===== config.mk =====
export PLATFORM = sky130hd
export DESIGN_NAME = positional_circular_list
export DESIGN_NICKNAME = d
export VERILOG_FILES = /design/src/hw/rtl/plc_pkg.sv /design/src/hw/rtl/positional_circular_list.sv /design/src/hw/rtl/plc_ctrl.sv /design/src/hw/rtl/plc_dp.sv
export SDC_FILE = /design/constraint.sdc
export NUM_CORES = 1
export LEC_CHECK = 0
export BUFFER_PORTS_ARGS = -buffer_cell sky130_fd_sc_hd__clkbuf_2
export CORE_MARGIN = 4
export CORE_UTILIZATION = 45
export CTS_BUF_LIST = sky130_fd_sc_hd__clkbuf_8
export CTS_CLUSTER_SIZE = 20
export DETAILED_ROUTE_END_ITERATION = 8
export GPL_ROUTABILITY_DRIVEN = 1
export MAX_ROUTING_LAYER = met4
export SYNTH_ARGS = -nofsm -noshare
export SYNTH_HDL_FRONTEND = slang
export SYNTH_HIERARCHICAL = 1
export SYNTH_SLANG_ARGS = --single-unit

===== constraint.sdc =====
create_clock -name clk -period 13.7 [get_ports clk]
set_input_delay 2.055 -clock clk [delete_from_list [all_inputs] [get_ports clk]]
set_output_delay 2.055 -clock clk [all_outputs]
set_load 0.005 [all_outputs]

===== src/hw/rtl/plc_pkg.sv =====
`default_nettype none

package plc_pkg;

	localparam int DEPTH       = 16;
	localparam int DATA_WIDTH  = 32;
	localparam int SLOT_W      = $clog2(DEPTH);
	localparam int CNT_W       = $clog2(DEPTH + 1);
	localparam int OP_W        = 3;
	localparam int VALUE_W     = 32;
	localparam int POS_W       = 5;
	localparam int STATUS_W    = 2;
	localparam int COUNT_OUT_W = 5;
	localparam int CMP_W       = ((CNT_W > POS_W) ? CNT_W : POS_W) + 1;

	localparam logic [OP_W-1:0] OP_INS_FIRST = 3'd0;
	localparam logic [OP_W-1:0] OP_INS_LAST  = 3'd1;
	localparam logic [OP_W-1:0] OP_INS_AT    = 3'd2;
	localparam logic [OP_W-1:0] OP_DEL_FIRST = 3'd3;
	localparam logic [OP_W-1:0] OP_DEL_LAST  = 3'd4;
	localparam logic [OP_W-1:0] OP_DEL_AT    = 3'd5;
	localparam logic [OP_W-1:0] OP_READ_AT   = 3'd6;

	localparam logic [STATUS_W-1:0] ST_DONE    = 2'd0;
	localparam logic [STATUS_W-1:0] ST_IGNORED = 2'd1;
	localparam logic [STATUS_W-1:0] ST_FULL    = 2'd2;

	typedef struct packed {
		logic load;
		logic decode;
		logic walk_step;
		logic commit_a;
		logic commit_b;
	} plc_cmd_t;

	typedef struct packed {
		logic bad;
		logic walk_done;
	} plc_stat_t;

endpackage

`default_nettype wire


===== src/hw/rtl/positional_circular_list.sv =====
// Positional circular list: an ordered list of up to DEPTH values, kept as a
// circular chain of links in a slot memory, addressed by one-based position.
//
// Command channel: drive op, value and position and raise start; the beat is
// taken at the rising edge where start is high and busy is low. busy stays
// high until the result has been presented.
// Result channel: done is high for exactly one cycle, with status,
// element_count and read_value valid in that cycle. The receiver cannot
// stall it, so results must be taken as they come.
// Sequence: a decode state, then a walk state that follows one link per step
// until the step count runs out, then the write-back states CMT_A and CMT_B
// and the result state. A positional op at position p walks p-1 links
// (delete at position walks p, delete at back walks count-1, insert at back
// none). A rejected command goes from decode straight to the result state.
// The next command is taken only after the result beat, once busy is low.
// The link walk is bound by the single read port of the link memory.
// Reset: the list is empty and every slot is free; no clearing pass runs.
`default_nettype none

module positional_circular_list import plc_pkg::*; (
	input  wire logic                   clk,
	input  wire logic                   arst_n,
	input  wire logic                   start,
	output logic                        busy,
	input  wire logic [OP_W-1:0]        op,
	input  wire logic [VALUE_W-1:0]     value,
	input  wire logic [POS_W-1:0]       position,
	output logic                        done,
	output logic [STATUS_W-1:0]         status,
	output logic [COUNT_OUT_W-1:0]      element_count,
	output logic [VALUE_W-1:0]          read_value
);

	plc_cmd_t  cmd;
	plc_stat_t stat;

	plc_ctrl u_ctrl (
		.clk    (clk),
		.arst_n (arst_n),
		.start  (start),
		.stat   (stat),
		.cmd    (cmd),
		.busy   (busy),
		.done   (done)
	);

	plc_dp u_dp (
		.clk           (clk),
		.arst_n        (arst_n),
		.cmd           (cmd),
		.op            (op),
		.value         (value),
		.position      (position),
		.stat          (stat),
		.status        (status),
		.element_count (element_count),
		.read_value    (read_value)
	);

	a_done_then_idle: assert property (@(posedge clk) disable iff (!arst_n)
		done |=> !busy)
		else $error("busy still high after result beat");

	a_count_bound: assert property (@(posedge clk) disable iff (!arst_n)
		done |-> (element_count <= COUNT_OUT_W'(DEPTH)))
		else $error("element count above depth");

	a_full_means_full: assert property (@(posedge clk) disable iff (!arst_n)
		(done && status == ST_FULL) |-> (element_count == COUNT_OUT_W'(DEPTH)))
		else $error("full status with room left");

	a_no_read_on_reject: assert property (@(posedge clk) disable iff (!arst_n)
		(done && status != ST_DONE) |-> (read_value == '0))
		else $error("read value on rejected command");

endmodule

`default_nettype wire


===== src/hw/rtl/plc_ctrl.sv =====
`default_nettype none

module plc_ctrl import plc_pkg::*; (
	input  wire logic      clk,
	input  wire logic      arst_n,
	input  wire logic      start,
	input  wire plc_stat_t stat,
	output plc_cmd_t       cmd,
	output logic           busy,
	output logic           done
);

	localparam logic [2:0] S_IDLE   = 3'd0;
	localparam logic [2:0] S_DECODE = 3'd1;
	localparam logic [2:0] S_WALK   = 3'd2;
	localparam logic [2:0] S_CMT_A  = 3'd3;
	localparam logic [2:0] S_CMT_B  = 3'd4;
	localparam logic [2:0] S_RESP   = 3'd5;

	logic [2:0] state_q;
	logic [2:0] state_d;

	always_comb begin
		state_d = state_q;
		cmd     = '0;
		unique case (state_q)
			S_IDLE: begin
				if (start) begin
					cmd.load = 1'b1;
					state_d  = S_DECODE;
				end
			end
			S_DECODE: begin
				cmd.decode = 1'b1;
				state_d    = stat.bad ? S_RESP : S_WALK;
			end
			S_WALK: begin
				// advance one link per cycle until the step count runs out
				if (stat.walk_done) begin
					state_d = S_CMT_A;
				end else begin
					cmd.walk_step = 1'b1;
				end
			end
			S_CMT_A: begin
				cmd.commit_a = 1'b1;
				state_d      = S_CMT_B;
			end
			S_CMT_B: begin
				cmd.commit_b = 1'b1;
				state_d      = S_RESP;
			end
			S_RESP: begin
				state_d = S_IDLE;
			end
			default: begin
				state_d = S_IDLE;
			end
		endcase
	end

	always_ff @(posedge clk or negedge arst_n) begin
		if (!arst_n) begin
			state_q <= S_IDLE;
		end else begin
			state_q <= state_d;
		end
	end

	assign busy = (state_q != S_IDLE);
	assign done = (state_q == S_RESP);

endmodule

`default_nettype wire


===== src/hw/rtl/plc_dp.sv =====
`default_nettype none

module plc_dp import plc_pkg::*; (
	input  wire logic                   clk,
	input  wire logic                   arst_n,
	input  wire plc_cmd_t               cmd,
	input  wire logic [OP_W-1:0]        op,
	input  wire logic [VALUE_W-1:0]     value,
	input  wire logic [POS_W-1:0]       position,
	output plc_stat_t                   stat,
	output logic [STATUS_W-1:0]         status,
	output logic [COUNT_OUT_W-1:0]      element_count,
	output logic [VALUE_W-1:0]          read_value
);

	logic [DATA_WIDTH-1:0] entry_mem [DEPTH];
	logic [SLOT_W-1:0]     link_mem  [DEPTH];

	logic [OP_W-1:0]       op_q;
	logic [DATA_WIDTH-1:0] value_q;
	logic [POS_W-1:0]      pos_q;

	logic [OP_W-1:0]       eff_op_q;
	logic [STATUS_W-1:0]   status_q;
	logic [CNT_W-1:0]      remain_q;
	logic                  first_q;
	logic [SLOT_W-1:0]     n_q;
	logic [SLOT_W-1:0]     head_q;
	logic [SLOT_W-1:0]     tail_q;
	logic [DEPTH-1:0]      free_q;
	logic [CNT_W-1:0]      count_q;
	logic [SLOT_W-1:0]     p1_q;
	logic [SLOT_W-1:0]     p2_q;
	logic [SLOT_W-1:0]     link_rd_q;
	logic [DATA_WIDTH-1:0] entry_rd_q;

	logic [OP_W-1:0]       dec_op;
	logic [STATUS_W-1:0]   dec_st;
	logic [CNT_W-1:0]      dec_steps;
	logic [CMP_W-1:0]      pos_x;
	logic [CMP_W-1:0]      cnt_x;
	logic                  full;
	logic                  empty;
	logic                  multi;
	logic [SLOT_W-1:0]     free_slot;
	logic [SLOT_W-1:0]     cur;

	logic                  link_we;
	logic [SLOT_W-1:0]     link_wa;
	logic [SLOT_W-1:0]     link_wd;

	assign pos_x = CMP_W'(pos_q);
	assign cnt_x = CMP_W'(count_q);
	assign full  = (count_q >= CNT_W'(DEPTH));
	assign empty = (count_q == '0);
	assign multi = (count_q > CNT_W'(1));

	// range-check positional ops, then map onto front/back where they coincide
	always_comb begin
		dec_op    = op_q;
		dec_st    = ST_DONE;
		dec_steps = '0;
		case (op_q)
			OP_INS_AT: begin
				if (full) begin
					dec_st = ST_FULL;
				end else if (pos_x == '0 || pos_x > cnt_x + CMP_W'(1)) begin
					dec_st = ST_IGNORED;
				end else if (pos_x == CMP_W'(1)) begin
					dec_op = OP_INS_FIRST;
				end else if (pos_x == cnt_x + CMP_W'(1)) begin
					dec_op = OP_INS_LAST;
				end
			end
			OP_DEL_AT: begin
				if (pos_x == '0 || pos_x > cnt_x) begin
					dec_st = ST_IGNORED;
				end else if (pos_x == CMP_W'(1)) begin
					dec_op = OP_DEL_FIRST;
				end else if (pos_x == cnt_x) begin
					dec_op = OP_DEL_LAST;
				end
			end
			default: begin
			end
		endcase
		if (dec_st == ST_DONE) begin
			case (dec_op)
				OP_INS_FIRST, OP_INS_LAST: begin
					if (full) begin
						dec_st = ST_FULL;
					end
				end
				OP_INS_AT: begin
					dec_steps = CNT_W'(pos_x - CMP_W'(1));
				end
				OP_DEL_FIRST: begin
					if (empty) begin
						dec_st = ST_IGNORED;
					end else if (multi) begin
						dec_steps = CNT_W'(1);
					end
				end
				OP_DEL_LAST: begin
					if (empty) begin
						dec_st = ST_IGNORED;
					end else if (multi) begin
						dec_steps = count_q - CNT_W'(1);
					end
				end
				OP_DEL_AT: begin
					dec_steps = CNT_W'(pos_x);
				end
				OP_READ_AT: begin
					if (pos_x == '0 || pos_x > cnt_x) begin
						dec_st = ST_IGNORED;
					end else begin
						dec_steps = CNT_W'(pos_x - CMP_W'(1));
					end
				end
				default: begin
					dec_st = ST_IGNORED;
				end
			endcase
		end
	end

	// lowest-numbered free slot
	always_comb begin
		free_slot = '0;
		for (int i = DEPTH - 1; i >= 0; i--) begin
			if (free_q[i]) begin
				free_slot = SLOT_W'(i);
			end
		end
	end

	assign cur = first_q ? head_q : link_rd_q;

	always_comb begin
		link_we = 1'b0;
		link_wa = '0;
		link_wd = '0;
		if (cmd.commit_a) begin
			case (eff_op_q)
				OP_INS_FIRST, OP_INS_LAST: begin
					link_we = 1'b1;
					if (empty) begin
						link_wa = n_q;
						link_wd = n_q;
					end else if (eff_op_q == OP_INS_FIRST) begin
						link_wa = n_q;
						link_wd = head_q;
					end else begin
						link_wa = tail_q;
						link_wd = n_q;
					end
				end
				OP_INS_AT: begin
					link_we = 1'b1;
					link_wa = n_q;
					link_wd = cur;
				end
				OP_DEL_FIRST: begin
					link_we = multi;
					link_wa = tail_q;
					link_wd = cur;
				end
				OP_DEL_LAST: begin
					link_we = multi;
					link_wa = p1_q;
					link_wd = head_q;
				end
				OP_DEL_AT: begin
					link_we = 1'b1;
					link_wa = p2_q;
					link_wd = cur;
				end
				default: begin
				end
			endcase
		end else if (cmd.commit_b) begin
			case (eff_op_q)
				OP_INS_FIRST: begin
					link_we = !empty;
					link_wa = tail_q;
					link_wd = n_q;
				end
				OP_INS_LAST: begin
					link_we = !empty;
					link_wa = n_q;
					link_wd = head_q;
				end
				OP_INS_AT: begin
					link_we = 1'b1;
					link_wa = p1_q;
					link_wd = n_q;
				end
				default: begin
				end
			endcase
		end
	end

	always_ff @(posedge clk) begin
		if (link_we) begin
			link_mem[link_wa] <= link_wd;
		end
		if (cmd.walk_step) begin
			link_rd_q <= link_mem[cur];
		end
	end

	always_ff @(posedge clk) begin
		if (cmd.commit_a && (eff_op_q == OP_INS_FIRST || eff_op_q == OP_INS_LAST ||
				eff_op_q == OP_INS_AT)) begin
			entry_mem[n_q] <= value_q;
		end
		if (cmd.commit_a && eff_op_q == OP_READ_AT) begin
			entry_rd_q <= entry_mem[cur];
		end
	end

	always_ff @(posedge clk) begin
		if (cmd.load) begin
			op_q    <= op;
			value_q <= DATA_WIDTH'(value);
			pos_q   <= position;
		end
		if (cmd.decode) begin
			n_q <= free_slot;
		end
		if (cmd.walk_step) begin
			p1_q <= cur;
			p2_q <= p1_q;
		end
	end

	always_ff @(posedge clk or negedge arst_n) begin
		if (!arst_n) begin
			eff_op_q <= OP_INS_FIRST;
			status_q <= ST_DONE;
			remain_q <= '0;
			first_q  <= 1'b1;
			head_q   <= '0;
			tail_q   <= '0;
			free_q   <= '1;
			count_q  <= '0;
		end else begin
			if (cmd.decode) begin
				eff_op_q <= dec_op;
				status_q <= dec_st;
				remain_q <= dec_steps;
				first_q  <= 1'b1;
			end
			if (cmd.walk_step) begin
				remain_q <= remain_q - CNT_W'(1);
				first_q  <= 1'b0;
			end
			if (cmd.commit_a) begin
				case (eff_op_q)
					OP_INS_FIRST, OP_INS_LAST, OP_INS_AT: begin
						free_q[n_q] <= 1'b0;
						if (empty) begin
							head_q <= n_q;
							tail_q <= n_q;
						end
					end
					OP_DEL_FIRST: begin
						free_q[head_q] <= 1'b1;
						count_q        <= count_q - CNT_W'(1);
						if (multi) begin
							head_q <= cur;
						end
					end
					OP_DEL_LAST: begin
						count_q <= count_q - CNT_W'(1);
						if (multi) begin
							free_q[tail_q] <= 1'b1;
							tail_q         <= p1_q;
						end else begin
							free_q[head_q] <= 1'b1;
						end
					end
					OP_DEL_AT: begin
						free_q[p1_q] <= 1'b1;
						count_q      <= count_q - CNT_W'(1);
					end
					default: begin
					end
				endcase
			end
			if (cmd.commit_b) begin
				case (eff_op_q)
					OP_INS_FIRST, OP_INS_LAST, OP_INS_AT: begin
						count_q <= count_q + CNT_W'(1);
						if (!empty && eff_op_q == OP_INS_FIRST) begin
							head_q <= n_q;
						end
						if (!empty && eff_op_q == OP_INS_LAST) begin
							tail_q <= n_q;
						end
					end
					default: begin
					end
				endcase
			end
		end
	end

	assign stat.bad       = (dec_st != ST_DONE);
	assign stat.walk_done = (remain_q == '0);

	assign status        = status_q;
	assign element_count = COUNT_OUT_W'(count_q);
	assign read_value    = (eff_op_q == OP_READ_AT && status_q == ST_DONE) ?
		VALUE_W'(entry_rd_q) : '0;

endmodule

`default_nettype wire

[Word-level counts from Yosys, hierarchy flattened]
Memories as Yosys holds them, arrays and structs flattened. A register that Yosys moved wholly into a read port is not among the register bits.
Index checks and enable logic that the tools add are counted.
Storage, ports and cells
  bits in registers: 95
  word-level logic and storage cells: 211
  bits in writable memories: 576
  memories kept: 2
Memory list
  u_dp.entry_mem: words 16, bits a word 32, rd ports 1, clocked after memory_dff 1, wr ports 1, RTL line plc_dp.sv:16  | logic [DATA_WIDTH-1:0] entry_mem [DEPTH];
  u_dp.link_mem: words 16, bits a word 4, rd ports 1, clocked after memory_dff 1, wr ports 1, RTL line plc_dp.sv:17  | logic [SLOT_W-1:0] link_mem [DEPTH];
Cells by class
  reduce and logical (&&, ||, !) cells: 41
  $add $sub $neg: 5
  multiplexer cells: 104
  eq/ne operators: 24
  magnitude comparators: 12
  bitwise operators: 5
Operator list (count)
  $mux W4: 29
  $pmux W16 S4: 1
  $mux W5: 11
  $or A16 B16 Y16: 3
  $mux W3: 14
  $mux W32: 1
  $eq A3 B3 Y1 const B: 9
  $pmux W5 S5: 1
  $pmux W4 S2: 3
  $pmux W4 S3: 2
  $mux W1: 23
  $eq A3 B2 Y1 const B: 7
  $lt A4 B5 Y1 const B: 4
  $pmux W4 S5: 1
  $and A16 B16 Y16: 1
  $demux W1 S4: 4
  $ge A4 B1 Y1 const B: 4
  $mux W16: 1
  $not A16 Y16: 1
  $pmux W3 S5: 1
  $sub A5 B1 Y5 const B: 3
  $mux W2: 7
  $reduce_or A2 Y1: 7
  $logic_not A5 Y1: 2
  other kinds (28): 51

[Longest topological paths before layout]
Gate-level depths: netlist of run 1.
  depth after elaboration: 15
  gate-level depth with buffers: 16

[Cells and area by module]
Netlist of run 1, hierarchy kept.
Modules (own cells, without submodules)
  plc_dp: area an instance 29769.8 µm², times used 1, cells an instance 2452, seq. area each 20961.4 µm²
  plc_ctrl: area an instance 212.7 µm², times used 1, cells an instance 25, seq. area each 75.1 µm²

[Worst setup path after synthesis of run 1]
Ideal clock, no wire load.
  kind: flip-flop to flip-flop
  start: reg u_ctrl.state_q[0]
  end: mem u_dp.entry_mem[0][0], enable pin
  clock period less this slack: 4454 ps
  path slack: 9246 ps
  arrival: 3991 ps
  library setup time: 463 ps
  stages on the path, launching flop included: 8
  required time: 13237 ps
  cell sequence: dfrtp_1 > or2b_1 > nor2_1 > clkbuf_1 > nand2b_1 > nand2b_1 > or3_1 > nor3_1
RTL lines
  start: declaration: RTL line plc_ctrl.sv:20  | logic [2:0] state_q;
  start signal: assignment: RTL line plc_ctrl.sv:66  | state_q <= state_d;
  end: declaration: RTL line plc_dp.sv:16

[Worst setup path after layout of run 1]
  start: reg u_dp.eff_op_q[0]
  end: out read_value[12]
Between the ends
  word-level cells in the longest chain between the ends: 3
Ends and longest elaborated chain
  start: declaration: RTL line plc_dp.sv:23  | logic [OP_W-1:0] eff_op_q;
  start signal: assignment: RTL line plc_dp.sv:251  | eff_op_q <= dec_op;
  $eq A3 B3 Y1: RTL line plc_dp.sv:316  | assign read_value = (eff_op_q == OP_READ_AT && status_q == ST_DONE) ?
  $logic_and A1 B1 Y1: RTL line plc_dp.sv:316
  $mux W32: RTL line plc_dp.sv:316
  end: declaration: RTL line positional_circular_list.sv:31  | output logic [VALUE_W-1:0] read_value
No other way between the ends.

==> results of run 1 <==
-- cell type report --
class | instances | area (um^2) | area share [%]
antenna | 2 | 5.00 | 0.0149
clock buffer | 123 | 1690 | 5.05
clock inverter | 89 | 478 | 1.42
inverter | 29 | 119 | 0.354
multi-input combinational | 1579 | 8380 | 25.0
sequential | 707 | 21000 | 62.7
tap | 864 | 1080 | 3.22
timing repair buffer | 127 | 758 | 2.26
-- critical path: stages, from the launching register on --
cell,delay (ps)
dfrtp_1,770
nor2b_1,470
nand2_1,120
nor3_2,230
buf_4,320
and2_1,180
clkbuf_2,110
-- cells in the mapped netlist, types with 10 or more instances --
cell        n
edfxtp_1  664
nand2_1   628
nand3_1   310
clkbuf_1  134
nor2_1     94
a311oi_1   73
a21oi_1    56
a31oi_1    50
and3_1     43
nor3_1     37
and2_1     36
o21ai_0    27
dfrtp_1    26
inv_1      26
nor2b_1    20
buf_1      17
dfstp_2    17
ha_1       17
nand2b_1   17
a22oi_1    15
mux2i_1    14
o221ai_1   12
nor4_1     10
-- per-stage QoR --
| step | hold slack [ps] | setup slack (ps) |
|---|---|---|
| 6_report | 544 | 8740 |
| 5_1_grt | 562 | 8480 |
| 4_1_cts | 543 | 8690 |
| 3_5_place_dp | 528 | 9490 |
| 3_3_place_gp | 534 | 9590 |
| 2_1_floorplan | 424 | 9250 |
-- per-layer routing --
layer	track usage [%]	vias to the layer above	part of all wire, %
met5	-	-	0
met4	6.06	0	2.2
met3	3.52	149	6.7
met2	34.9	765	47
met1	30.6	10100	44
li1	-	9297	-
-- registers in the layout, summed over array words and instances (netlist names) --
name,count
u_dp/entry_mem,512
u_dp/link_mem,64
u_dp/entry_rd_q,32
u_dp/value_q,32
u_dp/free_q,16
u_dp/element_count,5
u_dp/pos_q,5
u_dp/remain_q,5
u_dp/head_q,4
u_dp/link_rd_q,4
u_dp/n_q,4
u_dp/p1_q,4
u_dp/p2_q,4
u_dp/tail_q,4
u_ctrl/state_q,3
u_dp/eff_op_q,3
u_dp/op_q,3
u_dp/status,2
u_dp/first_q,1
-- power breakdown --
group          internal [mW]  leakage [nW]  switching (mW)
logic                  0.694          4.04            1.50
clock network          0.887          1.25           0.825
registers               2.60          6.49           0.235
-- worst paths after layout --
path | to | cells after the start
min in group asynchronous | u_dp/element_count[3] | 2
hold / removal | u_dp/free_q[4] | 2
setup / recovery | read_value[12] | 6
setup reg to reg | u_dp/entry_rd_q[23] | 9
hold reg to reg | u_dp/free_q[4] | 2
max in group asynchronous | u_dp/head_q[3] | 2
-- kinds of logic after synthesis --
| kind of cell | Yosys count | synth area share (%) |
|---|---|---|
| mux | 18 | 0.626 |
| flops | 707 | 70.2 |
| simple gates | 1236 | 18.6 |
| fa+ha+maj | 17 | 0.709 |
| xor+xnor | 9 | 0.263 |
| compound gates | 299 | 7.17 |
| buf+inv | 191 | 2.47 |
-- layout by cell type (no fill, tap or decap), types with 4 or more instances in the layout --
cell type	Yosys	layout
mux2i_1	14	11
xnor2_1	9	9
a31oi_1	50	50
dfstp_2	17	17
ha_1	17	17
nor3_1	37	31
nand2b_1	17	17
nor2_4	0	13
edfxtp_1	664	664
nand3_1	310	310
a221oi_1	4	4
mux2i_4	0	4
nand2_1	628	628
a311oi_1	73	73
or4_1	5	5
nor3_2	1	7
clkinv_1	0	29
buf_4	1	43
and2_1	36	36
clkbuf_2	0	83
o21bai_1	6	6
o22ai_1	9	9
nor4_1	10	10
and3_1	43	42
nand4_1	4	4
inv_1	26	59
clkbuf_8	0	123
nor2b_1	20	20
o221ai_1	12	12
o31ai_1	5	5
clkinv_2	0	17
a21oi_1	56	56
a41oi_1	6	6
dfrtp_1	26	26
a22oi_1	15	15
or3_1	7	7
o21ai_0	27	26
nor2_1	94	82
==> metrics, run 1 <==
Max VDD drop 0.165 mV; Final Hold Viols 0; Synth cell types 78; Worst R2R Setup Slack 9770 ps; global-route wire length before repair 118 mm; vias per inst 5.77; period utilization 36.2%; r2r startpoint u_dp/first_q; gr usage total 22.3%; fmax 202 MHz; worst-skew pair later-pin latency 720 ps; crit path kind reg2out; EDFF count, synth 664; Max-Cap Viols 0; area leader, netlist edfxtp_1; Post-layout nets 2618; syn nets 2537; sequential-to-total area share from yosys stat 70.2%; Pwr Density 201 nW/um^2; CP endpoint kind primary output; Tmin final 4960 ps; GR Overflow Total 0; WL/cell 22.1 um; filler instances 5751; Worst Setup SP u_dp/eff_op_q[0]; core box area 65900 um^2; largest net degree at the start of global routing 161; number of endpoints failing setup at the final stage 0; Max Root-Sink Buffers 3; drt total wl 77.9 mm; DRC 0; pins over their slew limit 0; P_leak 11.8 nW; Final Power 6.75 mW; TritonCTS Buffers 114; Synth Instances 2477; Design Area, Final 33600 um^2; Mean Syn Cell Area 12.1 um^2; Final Util 50.9%; hold-fix buffers at CTS 0; Syn. warnings 6; arrival time at the worst endpoint 2900 ps; placed insts 3306; CP Max Fanout 31; type of the worst min-delay path reg2reg; Async S/R FF share, synth 6.08%; starting density of the core 45.5%; Synth area leaders edfxtp_1 (67%), nand2_1 (7.9%), nand3_1 (5.2%); WP data required 11640 ps; clock slew at reported path FFs 70 ps; Seq cells post-synth 707; vias in the first global route 19900; post-route ant nets 0; post-synth top area share 66.5%; drt first pass iters 6; unrepaired setup endpoints after global routing false; Die H 266 um; port bufs 83; Setup Skew 39.1 ps; max_slew headroom 29.3%; Setup Total Neg Slack 0 ps; H-tree lvl count 3; CTS tree done; root buffer cell clkbuf_8; Sink Count 707; worst slew pin tran 1060 ps; DIE WIDTH 266 um; post-CTS sizing 0; drt first-iter violations 1958; post-CTS setup buffer count 0; Hold Crit Start u_dp/free_q[4]; num rows 94; dpl cell area 31400 um^2; Synth Flop Type edfxtp_1; Top Ports 84; Synth-to-Final Area Change 11.9%; Die Area 70800 um^2; Placer Congestion 0.857; status complete, no violations; layout cells sized above 1 13.1%; post-route insts no fill 3520; detailed placer's ending HPWL 40.7 mm; startpoint type of the worst setup path flip-flop; Cell Area, Synth 30000 um^2; via count 20300; initial antenna violation count 2
Power figures use the tool's default switching activity.
==> run 2, diff against run 1 <==
==> constraint.sdc (replaced) <==
create_clock -name clk -period 4 [get_ports clk]
set_input_delay 0.6 -clock clk [delete_from_list [all_inputs] [get_ports clk]]
set_output_delay 0.6 -clock clk [all_outputs]
set_load 0.005 [all_outputs]
==> metrics, run 2 (synthesized netlist as in run 1, its figures left out) <==
Final Util 51.6% (+0.70 points); drt total wl 78.4 mm (+0.71%); number of endpoints failing setup at the final stage 0 (unchanged); Setup Skew 32.9 ps (-6.20 ps); Die Area 70800 um^2 (unchanged); most frequent cells in the layout edfxtp_1 (664), nand2_1 (628), nand3_1 (310), clkbuf_8 (114), clkbuf_2 (83); largest net degree at the start of global routing 115 (-29%); Max VDD drop 0.690 mV (+320%); startpoint type of the worst setup path flip-flop; Design Area, Final 34000 um^2 (+1.4%); Setup Total Neg Slack 0 ps (unchanged); fmax 274 MHz; CP endpoint kind flip-flop; post-route insts no fill 3542 (+0.63%); worst slew pin tran 1060 ps (+1.69 ps); Crit path buffers/inverters 0 (-2); Place WS 246 ps (-9240 ps); crit path cell chain ha_1, nand3_1, xnor2_1, ha_1, nand3_1, or4_1, and2_1, nand2b_1, a21oi_1, a221oi_1, nand2_1, nor4bb_1, a31oi_1, o31ai_1; WL/cell 22.1 um (about the same); period utilization 91.3%; initial antenna violation count 2 (unchanged); worst-skew pair later-pin latency 720 ps (about the same); GR Overflow Total 0 (unchanged); met1 GRT Util 30.3% (-0.29 points); routing usage on met3 3.51% (-0.0092 points); DIE WIDTH 266 um (unchanged); most common cell after layout, fill and taps aside edfxtp_1; largest delay contributor family on the critical path simple AND/OR/NAND/NOR gates; dpl cell area 31800 um^2 (+1.2%); post-CTS setup buffer count 0 (unchanged); worst setup margin 348 ps (-8400 ps); detailed placer's ending HPWL 42.3 mm (+4.1%); Placer Congestion 0.865 (+0.97%); Hold Crit Start value[25]; filler instances 5721 (-0.52%); vias per inst 5.73 (-0.70%); vias in the first global route 19800 (-0.42%); via count 20300 (-0.079%); Max-Cap Viols 0 (unchanged); Post-layout nets 2649 (+1.2%); pins over their slew limit 0 (unchanged); Largest Register u_dp/entry_mem; Slowest-stage cell, CP or4_1; P_leak 12.0 nW (+1.6%); placed insts 3319 (+0.39%); starting density of the core 45.5% (unchanged); grt met2 use 35.7% (+0.74 points); Sink Count 707 (unchanged); Final Power 23.3 mW (+250%); gr usage total 22.4% (+0.15 points); status complete, no violations; Tmin final 3650 ps; Fin Hold WS 59.4 ps (-485 ps); max incr delay on CP 580 ps (-190 ps); Synth-to-Final Area Change 13.4%; WP data required 4590 ps (-7050 ps); Die H 266 um (unchanged); type of the worst min-delay path in2reg; Worst Hold End u_dp/value_q[25]; r2r endpoint u_ctrl/state_q[0]; root buffer cell clkbuf_8; Pwr Density 686 nW/um^2 (+240%); CTS tree done; core box area 65900 um^2 (unchanged); unrepaired setup endpoints after global routing false; Worst R2R Setup Slack 350 ps (-9420 ps); layout cells sized above 1 13.1% (-0.076 points); arrival time at the worst endpoint 4240 ps (+1340 ps); global-route wire length before repair 119 mm (+0.50%); port bufs 83 (unchanged); r2r startpoint u_dp/element_count[0]; post-route ant nets 0 (unchanged); Final Hold Viols 0 (unchanged); Top Ports 84 (unchanged); drt first-iter violations 2066 (+5.5%); TritonCTS Buffers 113 (-0.88%); H-tree lvl count 3 (unchanged); drt first pass iters 5 (-1); reg2reg path depth 14 (+5); num rows 94 (unchanged); CP Max Fanout 10 (-68%); Top Usage Layer GRT met2; hold path cells 1 (-1); flip-flop count of the largest register after layout 512 (unchanged); Max Root-Sink Buffers 3 (unchanged); Regs by FF count u_dp/entry_mem x512, u_dp/link_mem x64; max_slew headroom 29.2% (-0.11 points); Worst Setup SP u_dp/element_count[0]; DRC 0 (unchanged); crit path kind reg2reg; clock slew at reported path FFs 60 ps (about the same)
## run 2: cell types whose count changed in the layout (fill, tap and decap cells not counted), moves of 4 or more
cell           delta
buf_12           +20
buf_4             -7
clkbuf_8          -9
clkinv_1          -4
clkinv_2          -5
dlygate4sd3_1    +19
inv_1             +8
nor3_2            -4
nor3_4            +4
## run 2: per-layer routing
metal / vias to the layer above / wire (um)
li1: 9366 / -
met1: 9997 / 33500
met2: 756 / 37700
met3: 160 / 5300
met4: 0 / 1890
met5: - / 0
## run 2: final cells by class
type	instances	area, um^2	area share (%)
Sequential cell	707	21000	61.9
Inverter	29	119	0.349
Clock buffer	114	1570	4.61
Clock inverter	89	500	1.47
Multi-Input combinational cell	1579	8410	24.7
Antenna cell	1	2.50	0.00736
Tap cell	864	1080	3.18
Timing Repair Buffer	159	1300	3.81
## run 2: timing repair
action	4_1_cts	5_1_grt
hold buffers	19	0
gates resized for setup	0	1
endpoints found under the hold margin	44	0
setup endpoints to repair	0	1
## run 2: where the power goes
group	internal, mW	total [mW]	switching, mW	leakage [nW]
Sequential	8.92	9.73	0.812	6.49
Combinational	2.52	7.85	5.33	4.27
Clock	2.91	5.73	2.82	1.22
Total	14.4	23.3	8.96	12.0
## run 2: how the worst max path moves through the flow
stage / slack, ps / cells past startpoint / end
after CTS: 220 / 14 / u_ctrl/state_q[0]
final: 350 / 14 / u_ctrl/state_q[0]
after detailed placement: 250 / 14 / u_ctrl/state_q[0]
after global routing: 110 / 15 / u_ctrl/state_q[0]
after global placement: 340 / 14 / u_ctrl/state_q[0]
after floorplan: 420 / 7 / u_dp/entry_mem[4][0]
